File: src/sv/cmat_pkg.sv
// Shared types and constants of the cartridge address translator.
// Used by the controller, the datapath and the top level; no dependencies.
`timescale 1ns / 1ps
`default_nettype none
package cmat_pkg;

   // Bus commands
   localparam logic [1:0] CMD_CPU_READ  = 2'd0;
   localparam logic [1:0] CMD_CPU_WRITE = 2'd1;
   localparam logic [1:0] CMD_VID_READ  = 2'd2;
   localparam logic [1:0] CMD_VID_WRITE = 2'd3;

   // Target stores
   localparam logic [2:0] TGT_NONE      = 3'd0;
   localparam logic [2:0] TGT_PRG_ROM   = 3'd1;
   localparam logic [2:0] TGT_SAVE_RAM  = 3'd2;
   localparam logic [2:0] TGT_CHR_ROM   = 3'd3;
   localparam logic [2:0] TGT_CHR_RAM   = 3'd4;
   localparam logic [2:0] TGT_NAMETABLE = 3'd5;
   localparam logic [2:0] TGT_PALETTE   = 3'd6;

   // Configuration register indexes
   localparam logic [2:0] CSR_MAPPER    = 3'd0;
   localparam logic [2:0] CSR_PRG_COUNT = 3'd1;
   localparam logic [2:0] CSR_CHR_COUNT = 3'd2;
   localparam logic [2:0] CSR_CHR_RAM   = 3'd3;
   localparam logic [2:0] CSR_MIRRORING = 3'd4;

   // Mapper kinds
   localparam logic [7:0] MAP_SERIAL   = 8'd1;
   localparam logic [7:0] MAP_M2       = 8'd2;
   localparam logic [7:0] MAP_M3       = 8'd3;
   localparam logic [7:0] MAP_SEL      = 8'd4;
   localparam logic [7:0] MAP_M7       = 8'd7;
   localparam logic [7:0] MAP_LATCH9   = 8'd9;
   localparam logic [7:0] MAP_LATCH10  = 8'd10;
   localparam logic [7:0] MAP_M34      = 8'd34;
   localparam logic [7:0] MAP_M66      = 8'd66;
   localparam logic [7:0] MAP_CMD      = 8'd69;
   localparam logic [7:0] MAP_M87      = 8'd87;
   localparam logic [7:0] MAP_M94      = 8'd94;
   localparam logic [7:0] MAP_M180     = 8'd180;
   localparam logic [7:0] MAP_M185     = 8'd185;
   localparam logic [7:0] MAP_SEL_FIX  = 8'd206;

   // Bank count limits and remainder unit sizing
   localparam int MaxBanks  = 256;
   localparam int NumWidth  = 11;
   localparam int DivSteps  = NumWidth;
   localparam int StepWidth = $clog2(DivSteps);

   // Which size the raw offset is reduced by
   typedef enum logic [1:0] {
      MOD_NONE = 2'd0,
      MOD_PRG  = 2'd1,
      MOD_CHR  = 2'd2
   } mod_sel_type;

   // Controller states
   typedef enum logic [2:0] {
      ST_IDLE = 3'b001,
      ST_DIV  = 3'b010,
      ST_DONE = 3'b100
   } state_type;

   // Controller to datapath
   typedef struct packed {
      logic load;
      logic step;
      logic finish;
   } dp_cmd_type;

   // Datapath to controller
   typedef struct packed {
      logic last_step;
   } dp_status_type;

endpackage
`default_nettype wire

File: src/sv/cartridge_mapper_address_translation.sv
// Top level of the cartridge address translator.
// Depends on cmat_pkg, cmat_ctrl and cmat_dp.
//
//  channel | ports     | payload
//  --------+-----------+-------------------------------------------------
//  request | req_*     | tdata: address[15:0], write_data[23:16]; tuser: command
//  result  | rsp_*     | tdata: offset[21:0], zero[23:22]; tuser: target
//  config  | csr_*     | csr_index selects the register, csr_data its value
//
// A request runs through the accept cycle, which computes the raw offset and
// updates bank registers, then eleven iterations of the shared remainder unit,
// which reduce the bank number by the ROM size, and then the done state, which
// loads the result register once it is free. A new request is accepted only
// after the previous one has gone to the result register. Reset is synchronous and clears
// all bank state. The result register frees the core, so a waiting result
// stalls only the hand-off of the next one. csr_ready stays high.
`timescale 1ns / 1ps
`default_nettype none
module cartridge_mapper_address_translation (
   input  wire         clock,
   input  wire         reset,
   input  wire         req_tvalid,
   output logic        req_tready,
   input  wire  [23:0] req_tdata,   // address[15:0], write_data[23:16]
   input  wire  [1:0]  req_tuser,   // command[1:0]
   output logic        rsp_tvalid,
   input  wire         rsp_tready,
   output logic [23:0] rsp_tdata,   // offset[21:0], zero fill[23:22]
   output logic [2:0]  rsp_tuser,   // target[2:0]
   input  wire         csr_valid,
   output logic        csr_ready,
   input  wire  [2:0]  csr_index,
   input  wire  [8:0]  csr_data
);

   cmat_pkg::dp_cmd_type    dp_cmd;
   cmat_pkg::dp_status_type dp_status;
   logic [21:0]             offset;

   assign csr_ready = 1'b1;
   assign rsp_tdata = {2'b00, offset};

   cmat_ctrl u_ctrl (
      .clock      (clock),
      .reset      (reset),
      .req_tvalid (req_tvalid),
      .req_tready (req_tready),
      .rsp_tvalid (rsp_tvalid),
      .rsp_tready (rsp_tready),
      .dp_cmd     (dp_cmd),
      .dp_status  (dp_status)
   );

   cmat_dp u_dp (
      .clock          (clock),
      .reset          (reset),
      .dp_cmd         (dp_cmd),
      .dp_status      (dp_status),
      .req_command    (req_tuser),
      .req_address    (req_tdata[15:0]),
      .req_write_data (req_tdata[23:16]),
      .csr_write      (csr_valid && csr_ready),
      .csr_index      (csr_index),
      .csr_data       (csr_data),
      .rsp_target     (rsp_tuser),
      .rsp_offset     (offset)
   );

endmodule
`default_nettype wire

File: src/sv/cmat_ctrl.sv
// Sequencing controller: accept, remainder iterations, result hand-off.
// Depends on cmat_pkg.
`timescale 1ns / 1ps
`default_nettype none
module cmat_ctrl (
   input  wire                    clock,
   input  wire                    reset,
   input  wire                    req_tvalid,
   output logic                   req_tready,
   output logic                   rsp_tvalid,
   input  wire                    rsp_tready,
   output cmat_pkg::dp_cmd_type    dp_cmd,
   input  cmat_pkg::dp_status_type dp_status
);

   cmat_pkg::state_type state_ff, state_in;
   logic                rsp_valid_ff, rsp_valid_in;
   logic                slot_free;

   assign req_tready = (state_ff == cmat_pkg::ST_IDLE);
   assign rsp_tvalid = rsp_valid_ff;
   assign slot_free  = !rsp_valid_ff || rsp_tready;

   // Next state and datapath commands
   always_comb begin
      state_in      = state_ff;
      rsp_valid_in  = rsp_valid_ff && !rsp_tready;
      dp_cmd        = '0;
      unique case (state_ff)
         cmat_pkg::ST_IDLE: begin
            if (req_tvalid) begin
               dp_cmd.load = 1'b1;
               state_in    = cmat_pkg::ST_DIV;
            end
         end
         cmat_pkg::ST_DIV: begin
            dp_cmd.step = 1'b1;
            if (dp_status.last_step) state_in = cmat_pkg::ST_DONE;
         end
         cmat_pkg::ST_DONE: begin
            if (slot_free) begin
               dp_cmd.finish = 1'b1;
               rsp_valid_in  = 1'b1;
               state_in      = cmat_pkg::ST_IDLE;
            end
         end
         default: state_in = cmat_pkg::ST_IDLE;
      endcase
   end

   always_ff @(posedge clock) begin
      if (reset) begin
         state_ff     <= cmat_pkg::ST_IDLE;
         rsp_valid_ff <= 1'b0;
      end else begin
         state_ff     <= state_in;
         rsp_valid_ff <= rsp_valid_in;
      end
   end

endmodule
`default_nettype wire

File: src/sv/cmat_dp.sv
// Datapath: configuration, bank registers, raw offset, serial remainder, result.
// Depends on cmat_pkg.
`timescale 1ns / 1ps
`default_nettype none
module cmat_dp (
   input  wire                     clock,
   input  wire                     reset,
   input  cmat_pkg::dp_cmd_type     dp_cmd,
   output cmat_pkg::dp_status_type  dp_status,
   input  wire  [1:0]              req_command,
   input  wire  [15:0]             req_address,
   input  wire  [7:0]              req_write_data,
   input  wire                     csr_write,
   input  wire  [2:0]              csr_index,
   input  wire  [8:0]              csr_data,
   output logic [2:0]              rsp_target,
   output logic [21:0]             rsp_offset
);

   // Configuration
   logic [7:0] mapper_ff;
   logic [8:0] prg_count_ff, chr_count_ff;
   logic       chr_ram_ff;

   // Bank state
   logic [1:0] mir_ff, mir_in;
   logic [4:0] ser_shift_ff, ser_shift_in;
   logic [2:0] ser_count_ff, ser_count_in;
   logic [4:0] ser_ctrl_ff, ser_ctrl_in;
   logic [4:0] ser_bank_ff [3], ser_bank_in [3];
   logic [7:0] rom_bank_ff, rom_bank_in;
   logic [1:0] pat_bank_ff, pat_bank_in;
   logic [7:0] sel_bank_ff [8], sel_bank_in [8];
   logic [7:0] sel_mode_ff, sel_mode_in;
   logic [4:0] lat_bank_ff [4], lat_bank_in [4];
   logic       latch_ff [2], latch_in [2];
   logic [3:0] cmd_idx_ff, cmd_idx_in;
   logic [7:0] cmd_chr_ff [8], cmd_chr_in [8];
   logic [5:0] cmd_prg_ff [4], cmd_prg_in [4];

   // Work registers
   logic [2:0]            target_ff, target_in;
   logic [23:0]           raw_ff, raw_in;
   cmat_pkg::mod_sel_type sel_ff, sel_in;
   logic [cmat_pkg::NumWidth-1:0]  num_ff;
   logic [7:0]            rem_ff;
   logic [cmat_pkg::StepWidth-1:0] step_ff;
   logic [2:0]            out_target_ff;
   logic [21:0]           out_offset_ff;

   // Clamped bank counts
   logic [8:0] n_prg, n_chr, divisor;
   assign n_prg = (prg_count_ff == 9'd0) ? 9'd1 :
                  (prg_count_ff > 9'(cmat_pkg::MaxBanks)) ? 9'(cmat_pkg::MaxBanks) : prg_count_ff;
   assign n_chr = (chr_count_ff == 9'd0) ? 9'd1 :
                  (chr_count_ff > 9'(cmat_pkg::MaxBanks)) ? 9'(cmat_pkg::MaxBanks) : chr_count_ff;
   assign divisor = (sel_ff == cmat_pkg::MOD_PRG) ? n_prg : n_chr;

   logic [15:0] a;
   logic [7:0]  v;
   logic [13:0] va;
   logic [14:0] off;
   logic        is_sel4, is_sel;
   assign a   = req_address;
   assign v   = req_write_data;
   assign va  = a[13:0];
   assign off = a[14:0];
   assign is_sel4 = (mapper_ff == cmat_pkg::MAP_SEL);
   assign is_sel  = is_sel4 || (mapper_ff == cmat_pkg::MAP_SEL_FIX);

   // Program ROM raw offset
   logic [23:0] prg_raw;
   logic [3:0]  ser_prg;
   logic [9:0]  sel_b;
   logic [7:0]  r6, r7;
   logic [9:0]  n2;
   always_comb begin
      ser_prg = ser_bank_ff[2][3:0];
      n2      = {n_prg, 1'b0};
      r6      = sel_bank_ff[6];
      r7      = sel_bank_ff[7];
      if (!is_sel4) begin
         r6 = {4'd0, r6[3:0]};
         r7 = {4'd0, r7[3:0]};
      end
      if (a < 16'hA000)      sel_b = (is_sel4 && sel_mode_ff[6]) ? n2 - 10'd2 : 10'(r6);
      else if (a < 16'hC000) sel_b = 10'(r7);
      else if (a < 16'hE000) sel_b = (is_sel4 && sel_mode_ff[6]) ? 10'(r6) : n2 - 10'd2;
      else                   sel_b = n2 - 10'd1;
      case (mapper_ff) inside
         cmat_pkg::MAP_SERIAL: begin
            if (!ser_ctrl_ff[3])
               prg_raw = (24'(ser_prg[3:1]) << 15) + 24'(off);
            else if (!ser_ctrl_ff[2])
               prg_raw = (a < 16'hC000) ? 24'(off) : (24'(ser_prg) << 14) + 24'(a[13:0]);
            else
               prg_raw = (a < 16'hC000) ? (24'(ser_prg) << 14) + 24'(off)
                                        : (24'(n_prg - 9'd1) << 14) + 24'(a[13:0]);
         end
         cmat_pkg::MAP_M2, cmat_pkg::MAP_M94, cmat_pkg::MAP_LATCH10:
            prg_raw = (a < 16'hC000) ? (24'(rom_bank_ff) << 14) + 24'(off)
                                     : (24'(n_prg - 9'd1) << 14) + 24'(a[13:0]);
         cmat_pkg::MAP_SEL, cmat_pkg::MAP_SEL_FIX:
            prg_raw = {1'b0, sel_b, a[12:0]};
         cmat_pkg::MAP_M7, cmat_pkg::MAP_M34, cmat_pkg::MAP_M66:
            prg_raw = (24'(rom_bank_ff) << 15) + 24'(off);
         cmat_pkg::MAP_LATCH9:
            prg_raw = (a < 16'hA000) ? (24'(rom_bank_ff) << 13) + 24'(off)
                    : (24'(n_prg) << 15) - 24'h6000 + 24'(a - 16'hA000);
         cmat_pkg::MAP_CMD:
            prg_raw = (a < 16'hE000) ? {3'd0, 8'(cmd_prg_ff[2'd1 + off[14:13]]), a[12:0]}
                                     : {1'b0, n2 - 10'd1, a[12:0]};
         cmat_pkg::MAP_M180:
            prg_raw = (a < 16'hC000) ? 24'(off) : (24'(rom_bank_ff) << 14) + 24'(a[13:0]);
         default: prg_raw = 24'(off);
      endcase
   end

   // Pattern ROM raw offset
   logic [23:0] chr_raw;
   logic [2:0]  slot;
   logic [7:0]  slot_bank;
   logic [4:0]  lat_b;
   always_comb begin
      slot = va[12:10];
      if (is_sel4 && sel_mode_ff[7]) slot = slot ^ 3'd4;
      unique case (slot)
         3'd0: slot_bank = sel_bank_ff[0] & 8'hFE;
         3'd1: slot_bank = sel_bank_ff[0] | 8'h01;
         3'd2: slot_bank = sel_bank_ff[1] & 8'hFE;
         3'd3: slot_bank = sel_bank_ff[1] | 8'h01;
         3'd4: slot_bank = sel_bank_ff[2];
         3'd5: slot_bank = sel_bank_ff[3];
         3'd6: slot_bank = sel_bank_ff[4];
         default: slot_bank = sel_bank_ff[5];
      endcase
      lat_b = va[12] ? lat_bank_ff[{1'b1, latch_ff[1]}] : lat_bank_ff[{1'b0, latch_ff[0]}];
      case (mapper_ff) inside
         cmat_pkg::MAP_SERIAL: begin
            if (ser_ctrl_ff[4])
               chr_raw = {7'd0, (va[12] ? ser_bank_ff[1] : ser_bank_ff[0]), va[11:0]};
            else
               chr_raw = (24'(ser_bank_ff[0][4:1]) << 13) + 24'(va[12:0]);
         end
         cmat_pkg::MAP_M3, cmat_pkg::MAP_M87, cmat_pkg::MAP_M185, cmat_pkg::MAP_M66:
            chr_raw = {9'd0, pat_bank_ff, va[12:0]};
         cmat_pkg::MAP_SEL, cmat_pkg::MAP_SEL_FIX:
            chr_raw = {6'd0, slot_bank, va[9:0]};
         cmat_pkg::MAP_LATCH9, cmat_pkg::MAP_LATCH10:
            chr_raw = {7'd0, lat_b, va[11:0]};
         cmat_pkg::MAP_CMD:
            chr_raw = {6'd0, cmd_chr_ff[va[12:10]], va[9:0]};
         default: chr_raw = 24'(va[12:0]);
      endcase
   end

   // Target, raw offset and bank register updates for one request
   logic [4:0] sh;
   logic [2:0] cnt1;
   logic [1:0] lat_idx;
   logic [3:0] ci;
   logic [11:0] nt;
   logic [4:0] pal;
   always_comb begin
      mir_in       = mir_ff;
      ser_shift_in = ser_shift_ff;
      ser_count_in = ser_count_ff;
      ser_ctrl_in  = ser_ctrl_ff;
      ser_bank_in  = ser_bank_ff;
      rom_bank_in  = rom_bank_ff;
      pat_bank_in  = pat_bank_ff;
      sel_bank_in  = sel_bank_ff;
      sel_mode_in  = sel_mode_ff;
      lat_bank_in  = lat_bank_ff;
      latch_in     = latch_ff;
      cmd_idx_in   = cmd_idx_ff;
      cmd_chr_in   = cmd_chr_ff;
      cmd_prg_in   = cmd_prg_ff;
      target_in    = cmat_pkg::TGT_NONE;
      raw_in       = '0;
      sel_in       = cmat_pkg::MOD_NONE;
      sh           = (ser_shift_ff | (5'(v[0]) << ser_count_ff)) & 5'h1F;
      cnt1         = ser_count_ff + 3'd1;
      lat_idx      = 2'(a[15:12] - 4'hB);
      ci           = cmd_idx_ff;
      nt           = va[11:0];
      pal          = va[4:0];
      if (pal[4] && pal[1:0] == 2'd0) pal = {1'b0, pal[3:0]};

      if (req_command == cmat_pkg::CMD_CPU_READ || req_command == cmat_pkg::CMD_CPU_WRITE) begin
         if (a >= 16'h6000 && a < 16'h8000) begin
            target_in = cmat_pkg::TGT_SAVE_RAM;
            raw_in    = 24'(a - 16'h6000);
         end else if (a >= 16'h8000) begin
            if (req_command == cmat_pkg::CMD_CPU_READ) begin
               target_in = cmat_pkg::TGT_PRG_ROM;
               raw_in    = prg_raw;
               sel_in    = cmat_pkg::MOD_PRG;
            end else begin
               // Bank register write
               case (mapper_ff) inside
                  cmat_pkg::MAP_SERIAL: begin
                     if (v[7]) begin
                        ser_shift_in = '0;
                        ser_count_in = '0;
                        ser_ctrl_in  = ser_ctrl_ff | 5'h0C;
                     end else if (cnt1 == 3'd5) begin
                        ser_shift_in = '0;
                        ser_count_in = '0;
                        unique case (a[14:13])
                           2'd0: begin
                              ser_ctrl_in = sh;
                              unique case (sh[1:0])
                                 2'd0: mir_in = 2'd2;
                                 2'd1: mir_in = 2'd3;
                                 2'd2: mir_in = 2'd1;
                                 default: mir_in = 2'd0;
                              endcase
                           end
                           2'd1: ser_bank_in[0] = sh;
                           2'd2: ser_bank_in[1] = sh;
                           default: ser_bank_in[2] = sh;
                        endcase
                     end else begin
                        ser_shift_in = sh;
                        ser_count_in = cnt1;
                     end
                  end
                  cmat_pkg::MAP_M2: rom_bank_in = v & 8'(n_prg - 9'd1);
                  cmat_pkg::MAP_M3, cmat_pkg::MAP_M185: pat_bank_in = v[1:0];
                  cmat_pkg::MAP_SEL, cmat_pkg::MAP_SEL_FIX: begin
                     if (a < 16'hA000) begin
                        if (a[0]) sel_bank_in[sel_mode_ff[2:0]] = v;
                        else sel_mode_in = is_sel4 ? v : {5'd0, v[2:0]};
                     end else if (a < 16'hC000 && is_sel4 && !a[0]) begin
                        mir_in = v[0] ? 2'd0 : 2'd1;
                     end
                  end
                  cmat_pkg::MAP_M7: begin
                     rom_bank_in = {5'd0, v[2:0]};
                     mir_in      = v[4] ? 2'd3 : 2'd2;
                  end
                  cmat_pkg::MAP_LATCH9, cmat_pkg::MAP_LATCH10: begin
                     if (a < 16'hB000) rom_bank_in = {4'd0, v[3:0]};
                     else if (a < 16'hF000) lat_bank_in[lat_idx] = v[4:0];
                     else mir_in = v[0] ? 2'd0 : 2'd1;
                  end
                  cmat_pkg::MAP_M34: rom_bank_in = v;
                  cmat_pkg::MAP_M66: begin
                     rom_bank_in = {6'd0, v[5:4]};
                     pat_bank_in = v[1:0];
                  end
                  cmat_pkg::MAP_CMD: begin
                     if (a < 16'hA000) cmd_idx_in = v[3:0];
                     else if (a < 16'hC000) begin
                        if (!ci[3]) cmd_chr_in[ci[2:0]] = v;
                        else if (ci < 4'd12) cmd_prg_in[ci[1:0]] = v[5:0];
                        else if (ci == 4'd12) begin
                           unique case (v[1:0])
                              2'd0: mir_in = 2'd1;
                              2'd1: mir_in = 2'd0;
                              2'd2: mir_in = 2'd2;
                              default: mir_in = 2'd3;
                           endcase
                        end
                     end
                  end
                  cmat_pkg::MAP_M87: pat_bank_in = {v[0], v[1]};
                  cmat_pkg::MAP_M94: rom_bank_in = {5'd0, v[4:2]};
                  cmat_pkg::MAP_M180: rom_bank_in = {5'd0, v[2:0]};
                  default: ;
               endcase
            end
         end
      end else begin
         if (va < 14'h2000) begin
            if (chr_ram_ff) begin
               target_in = cmat_pkg::TGT_CHR_RAM;
               raw_in    = 24'(va[12:0]);
            end else if (req_command == cmat_pkg::CMD_VID_READ) begin
               target_in = cmat_pkg::TGT_CHR_ROM;
               raw_in    = chr_raw;
               sel_in    = cmat_pkg::MOD_CHR;
               // Latch triggers, after the bank lookup
               if (mapper_ff == cmat_pkg::MAP_LATCH9 || mapper_ff == cmat_pkg::MAP_LATCH10) begin
                  if (va == 14'h0FD8) latch_in[0] = 1'b0;
                  else if (va == 14'h0FE8) latch_in[0] = 1'b1;
                  else if (va[13:3] == 11'h3FB) latch_in[1] = 1'b0;
                  else if (va[13:3] == 11'h3FD) latch_in[1] = 1'b1;
               end
            end
         end else if (va < 14'h3F00) begin
            target_in = cmat_pkg::TGT_NAMETABLE;
            unique case (mir_ff)
               2'd0: raw_in = 24'({nt[11], nt[9:0]});
               2'd1: raw_in = 24'(nt[10:0]);
               2'd2: raw_in = 24'(nt[9:0]);
               default: raw_in = 24'({1'b1, nt[9:0]});
            endcase
         end else begin
            target_in = cmat_pkg::TGT_PALETTE;
            raw_in    = 24'(pal);
         end
      end
   end

   // Configuration and bank state
   always_ff @(posedge clock) begin
      if (reset) begin
         mapper_ff    <= '0;
         prg_count_ff <= 9'd2;
         chr_count_ff <= 9'd1;
         chr_ram_ff   <= 1'b0;
         mir_ff       <= '0;
         ser_shift_ff <= '0;
         ser_count_ff <= '0;
         ser_ctrl_ff  <= '0;
         ser_bank_ff  <= '{default: '0};
         rom_bank_ff  <= '0;
         pat_bank_ff  <= '0;
         sel_bank_ff  <= '{default: '0};
         sel_mode_ff  <= '0;
         lat_bank_ff  <= '{default: '0};
         latch_ff     <= '{default: '0};
         cmd_idx_ff   <= '0;
         cmd_chr_ff   <= '{default: '0};
         cmd_prg_ff   <= '{default: '0};
      end else if (dp_cmd.load) begin
         mir_ff       <= mir_in;
         ser_shift_ff <= ser_shift_in;
         ser_count_ff <= ser_count_in;
         ser_ctrl_ff  <= ser_ctrl_in;
         ser_bank_ff  <= ser_bank_in;
         rom_bank_ff  <= rom_bank_in;
         pat_bank_ff  <= pat_bank_in;
         sel_bank_ff  <= sel_bank_in;
         sel_mode_ff  <= sel_mode_in;
         lat_bank_ff  <= lat_bank_in;
         latch_ff     <= latch_in;
         cmd_idx_ff   <= cmd_idx_in;
         cmd_chr_ff   <= cmd_chr_in;
         cmd_prg_ff   <= cmd_prg_in;
      end else if (csr_write) begin
         unique case (csr_index)
            cmat_pkg::CSR_MAPPER:    mapper_ff    <= csr_data[7:0];
            cmat_pkg::CSR_PRG_COUNT: prg_count_ff <= csr_data;
            cmat_pkg::CSR_CHR_COUNT: chr_count_ff <= csr_data;
            cmat_pkg::CSR_CHR_RAM:   chr_ram_ff   <= csr_data[0];
            // Header mirroring only reloads the live mode
            cmat_pkg::CSR_MIRRORING: mir_ff       <= csr_data[1:0];
            default: ;
         endcase
      end
   end

   // Restoring remainder, one quotient bit a step
   logic [8:0] trial;
   logic [8:0] trial_sub;
   assign trial     = {rem_ff, num_ff[cmat_pkg::NumWidth-1]};
   assign trial_sub = trial - divisor;
   assign dp_status.last_step = (step_ff == cmat_pkg::StepWidth'(cmat_pkg::DivSteps - 1));

   always_ff @(posedge clock) begin
      if (dp_cmd.load) begin
         target_ff <= target_in;
         raw_ff    <= raw_in;
         sel_ff    <= sel_in;
         num_ff    <= (sel_in == cmat_pkg::MOD_PRG) ? 11'(raw_in[23:14]) : raw_in[23:13];
         rem_ff    <= '0;
         step_ff   <= '0;
      end else if (dp_cmd.step) begin
         num_ff  <= {num_ff[cmat_pkg::NumWidth-2:0], 1'b0};
         rem_ff  <= (trial >= divisor) ? trial_sub[7:0] : trial[7:0];
         step_ff <= step_ff + 1'b1;
      end
   end

   // Result register
   always_ff @(posedge clock) begin
      if (dp_cmd.finish) begin
         out_target_ff <= target_ff;
         case (sel_ff)
            cmat_pkg::MOD_PRG: out_offset_ff <= {rem_ff, raw_ff[13:0]};
            cmat_pkg::MOD_CHR: out_offset_ff <= {1'b0, rem_ff, raw_ff[12:0]};
            default:           out_offset_ff <= raw_ff[21:0];
         endcase
      end
   end

   assign rsp_target = out_target_ff;
   assign rsp_offset = out_offset_ff;

endmodule
`default_nettype wire

File: config.mk
export PLATFORM = sky130hd
export DESIGN_NAME = cartridge_mapper_address_translation
export DESIGN_NICKNAME = d
export VERILOG_FILES = /design/src/sv/cmat_pkg.sv /design/src/sv/cartridge_mapper_address_translation.sv /design/src/sv/cmat_ctrl.sv /design/src/sv/cmat_dp.sv
export SDC_FILE = /design/constraint.sdc
export NUM_CORES = 1
export LEC_CHECK = 0
export BUFFER_PORTS_ARGS = -buffer_cell sky130_fd_sc_hd__buf_2
export CAP_MARGIN = 20
export CORE_AREA = 4 4 230 232
export DETAILED_ROUTE_END_ITERATION = 8
export DIE_AREA = 0 0 234 236
export MAX_ROUTING_LAYER = met4
export PLACE_DENSITY = 0.52
export SLEW_MARGIN = 20
export SYNTH_ARGS = -nofsm -noshare
export SYNTH_HDL_FRONTEND = slang
export SYNTH_SLANG_ARGS = --single-unit
File: constraint.sdc
create_clock -name clock -period 4.7 [get_ports clock]
set_input_delay 0.94 -clock clock [delete_from_list [all_inputs] [get_ports clock]]
set_output_delay 0.94 -clock clock [all_outputs]
set_load 0.03 [all_outputs]
==> results.json <==
{
  "tightest_slew_ns": 1.016,
  "power_mw": 7.119,
  "synth.area.top_cells": "dfxtp_1 30%, mux2i_1 11%, edfxtp_1 11%",
  "gp_congestion": 0.9915,
  "start_util": 0.3468,
  "fp.dieW_microns": 234,
  "clock_path_buffers": 3,
  "ant_nets": 0,
  "cts_tree": "yes",
  "dieArea_sq_mm": 0.05522,
  "grt_max_degree": 131,
  "route.detailed.drc": 0,
  "cts_buffers": 38,
  "cellLeakagePower_nw": 7.684,
  "antenna_found_initial": 2,
  "post_cts_buffers": 0,
  "synth_enable_flop_cells": 63,
  "power_density_mw_per_mm2": 353.6,
  "timing.rr.end": "u_dp.num_ff[1]",
  "crit_arrival_ns": 3.89,
  "finalCritPeriodShare": 0.7600,
  "vias": 15440,
  "utilization": 0.3948,
  "track_usage": 0.2196,
  "ir_drop_v": 0.0002172,
  "wl_microns": 60040,
  "synth.distinct_cells": 87,
  "finalSetupViolCount": 0,
  "grt-ovfl-total": 0,
  "root_buffer": "clkbuf_16",
  "grt_pass1_wl_microns": 92080,
  "finalNonFillerCells": 2755,
  "end_kind": "flip-flop",
  "synth_top_area_share": 0.2955,
  "cts_resized": 0,
  "placed_area_sq_mm": 0.01877,
  "yosys.area.top_type": "dfxtp_1",
  "fmax_mhz": 280.0,
  "reg2reg_depth": 7,
  "hold_start": "u_dp.target_ff[1]",
  "synthCells": 2027,
  "synth-async-reset-ratio": 0,
  "period_needed_ns": 3.572,
  "yosysSeqAreaShare": 0.4025,
  "final_cell_area_sq_mm": 0.02013,
  "rrSetupSlack_ns": 1.21,
  "htreeDepth": 2,
  "drv_cap": 0,
  "hold_viol": 0,
  "clock_skew_ns": 0.01072,
  "worstSetupPathType": "input pin to flip-flop",
  "cts.sinks": 324,
  "netlist_area_sq_mm": 0.01768,
  "worst-path-max-fanout": 10,
  "final_nets": 2138,
  "cp.required_ns": 5.02,
  "hp-class": "flip-flop to flip-flop",
  "critPathCapture": "u_dp.num_ff[5]",
  "ios": 73,
  "clock_latency_ns": 0.57,
  "coreArea_sq_mm": 0.05099,
  "rows": 83,
  "holdBufCountCts": 0,
  "yosysWarningCount": 0,
  "timing.rr.start": "u_dp.mapper_ff[2]",
  "relSlewSlack": 0.3227,
  "rsz0062_at_grt": "false",
  "status": "complete, no violations",
  "ys_ff_latch": 324,
  "dp_hpwl_microns": 42790,
  "via_per_inst": 5.604,
  "cts.clk_slew.worst_paths_ns": 0.06,
  "first_global_vias": 14740,
  "die_h_microns": 236,
  "crit_path_start_kind": "input pin",
  "placed_cells": 2683,
  "slew_viol_final": 0,
  "crit_start": "req_tdata[14]",
  "ys.flop_type": "dfxtp_1",
  "tns_ns": 0,
  "port_buffers": 69,
  "syn_avg_cell_area_sq_um": 8.723,
  "drive_gt1_frac": 0.1240,
  "area_growth_pct": 13.86,
  "wire_per_inst_microns": 21.79,
  "firstDrtPassIters": 7,
  "drtIter0Drc": 1208
}
-- worst min path at each step --
stage | endpoint | slack, ns | cells past startpoint
3_5_place_dp | u_dp.rsp_offset[0] | 0.40 | 0
6_report | u_dp.rsp_target[1] | 0.42 | 0
4_1_cts | u_dp.rsp_target[0] | 0.42 | 0
5_1_grt | u_dp.rsp_target[0] | 0.44 | 0
2_1_floorplan | u_dp.rsp_offset[0] | 0.40 | 0
3_3_place_gp | u_dp.rsp_offset[9] | 0.41 | 0
-- metal layers --
layer / global-route usage / wire length [microns] / up-vias
li1: - / - / 7318
met1: 0.2978 / 27310 / 7542
met2: 0.3403 / 27340 / 485
met3: 0.03478 / 3770 / 94
met4: 0.06248 / 1615 / 0
met5: - / 0 / -
-- worst max-delay path: stages --
cell and delay [ns]:
buf_2 0.22, inv_1 0.09, ha_1 0.20, inv_1 0.12
ha_1 0.25, inv_1 0.11, ha_1 0.16, inv_1 0.05
ha_1 0.31, nand3b_1 0.11, a211oi_1 0.36, xor2_1 0.14
mux2i_1 0.14, nor2_1 0.06, o311a_1 0.36, mux2_2 0.27
-- report_power, final --
part / internal, mW / switching [mW]
combinational: 0.363 / 0.593
sequential: 2.92 / 0.0606
clock: 1.95 / 1.23
total: 5.23 / 1.89
-- stage by stage --
| stage | worst slack [ns] | hold slack (ns) |
|---|---|---|
| 6_report | 1.128 | 0.4192 |
| 5_1_grt | 0.9268 | 0.4370 |
| 4_1_cts | 1.149 | 0.4220 |
| 3_5_place_dp | 0.5504 | 0.4045 |
| 3_3_place_gp | 0.6002 | 0.4081 |
| 2_1_floorplan | 0.5945 | 0.4003 |
-- registers in the layout (all words and copies together) (netlist names), 9 cells and up --
name / count
u_dp.lat_bank_ff: 20
u_dp.prg_count_ff: 9
u_dp.sel_bank_ff: 62
u_dp.chr_count_ff: 9
u_dp.rsp_offset: 22
u_dp.num_ff: 11
u_dp.ser_bank_ff: 14
u_dp.cmd_prg_ff: 24
u_dp.raw_ff: 22
u_dp.cmd_chr_ff: 64
-- cell usage in the layout (no fill, tap or decap), types with 11 or more instances in the layout --
cell type and count:
nand2b_1 18, and2_1 13, nand4_1 18, dfxtp_1 261, inv_1 52, nand3_1 75, ha_1 50, a211oi_1 20
a21o_1 11, nor3b_1 19, clkbuf_16 38, edfxtp_1 63, o21ai_0 69, nand2_1 202, nor3_2 15, nor3_1 49
a31oi_1 28, or3_1 14, nor2b_1 15, xnor2_1 14, a21oi_1 161, buf_4 61, nor2_1 255, buf_2 68
xor2_1 18, and3_1 13, nor4_1 11, mux4_2 20, mux2i_1 191
-- cell usage after synthesis, types with 11 or more instances --
cell,count
a211oi_1,20
a21o_1,11
a21oi_1,161
a31oi_1,28
and2_1,13
and3_1,14
buf_2,22
clkbuf_1,120
dfxtp_1,261
edfxtp_1,63
ha_1,50
inv_1,52
mux2i_1,191
mux4_2,20
nand2_1,202
nand2b_1,18
nand3_1,75
nand4_1,18
nor2_1,255
nor2b_1,15
nor3_1,49
nor3_2,15
nor3b_1,19
nor4_1,13
o21ai_0,69
or3_1,14
xnor2_1,14
xor2_1,18
-- cell type report --
class                      count  area, sq um
fill                        5141        30860
multi-input combinational   1490         9751
sequential                   324         7117
clock buffer                  55         1085
tap                          680        850.8
timing repair buffer         131        832.0
clock inverter                15        274.0
inverter                      58        217.7
antenna                        2        5.005
-- cells by family (layout without fill, tap and decap cells) --
family                     Yosys count  after routing  share of synthesized area
AOI/OAI and AO/OA                  414            414                     0.1472
xor gates and xnor gates            32             32                    0.01585
adders and majority gates           52             52                    0.03765
buffers and inverters              214            259                    0.04784
DFF                                324            324                     0.4025
muxes                              218            218                     0.1381
other                                2              5                  0.0004247
and+or+nand+nor                    771            771                     0.2105
No activity file was read; power rests on OpenSTA's default activity.
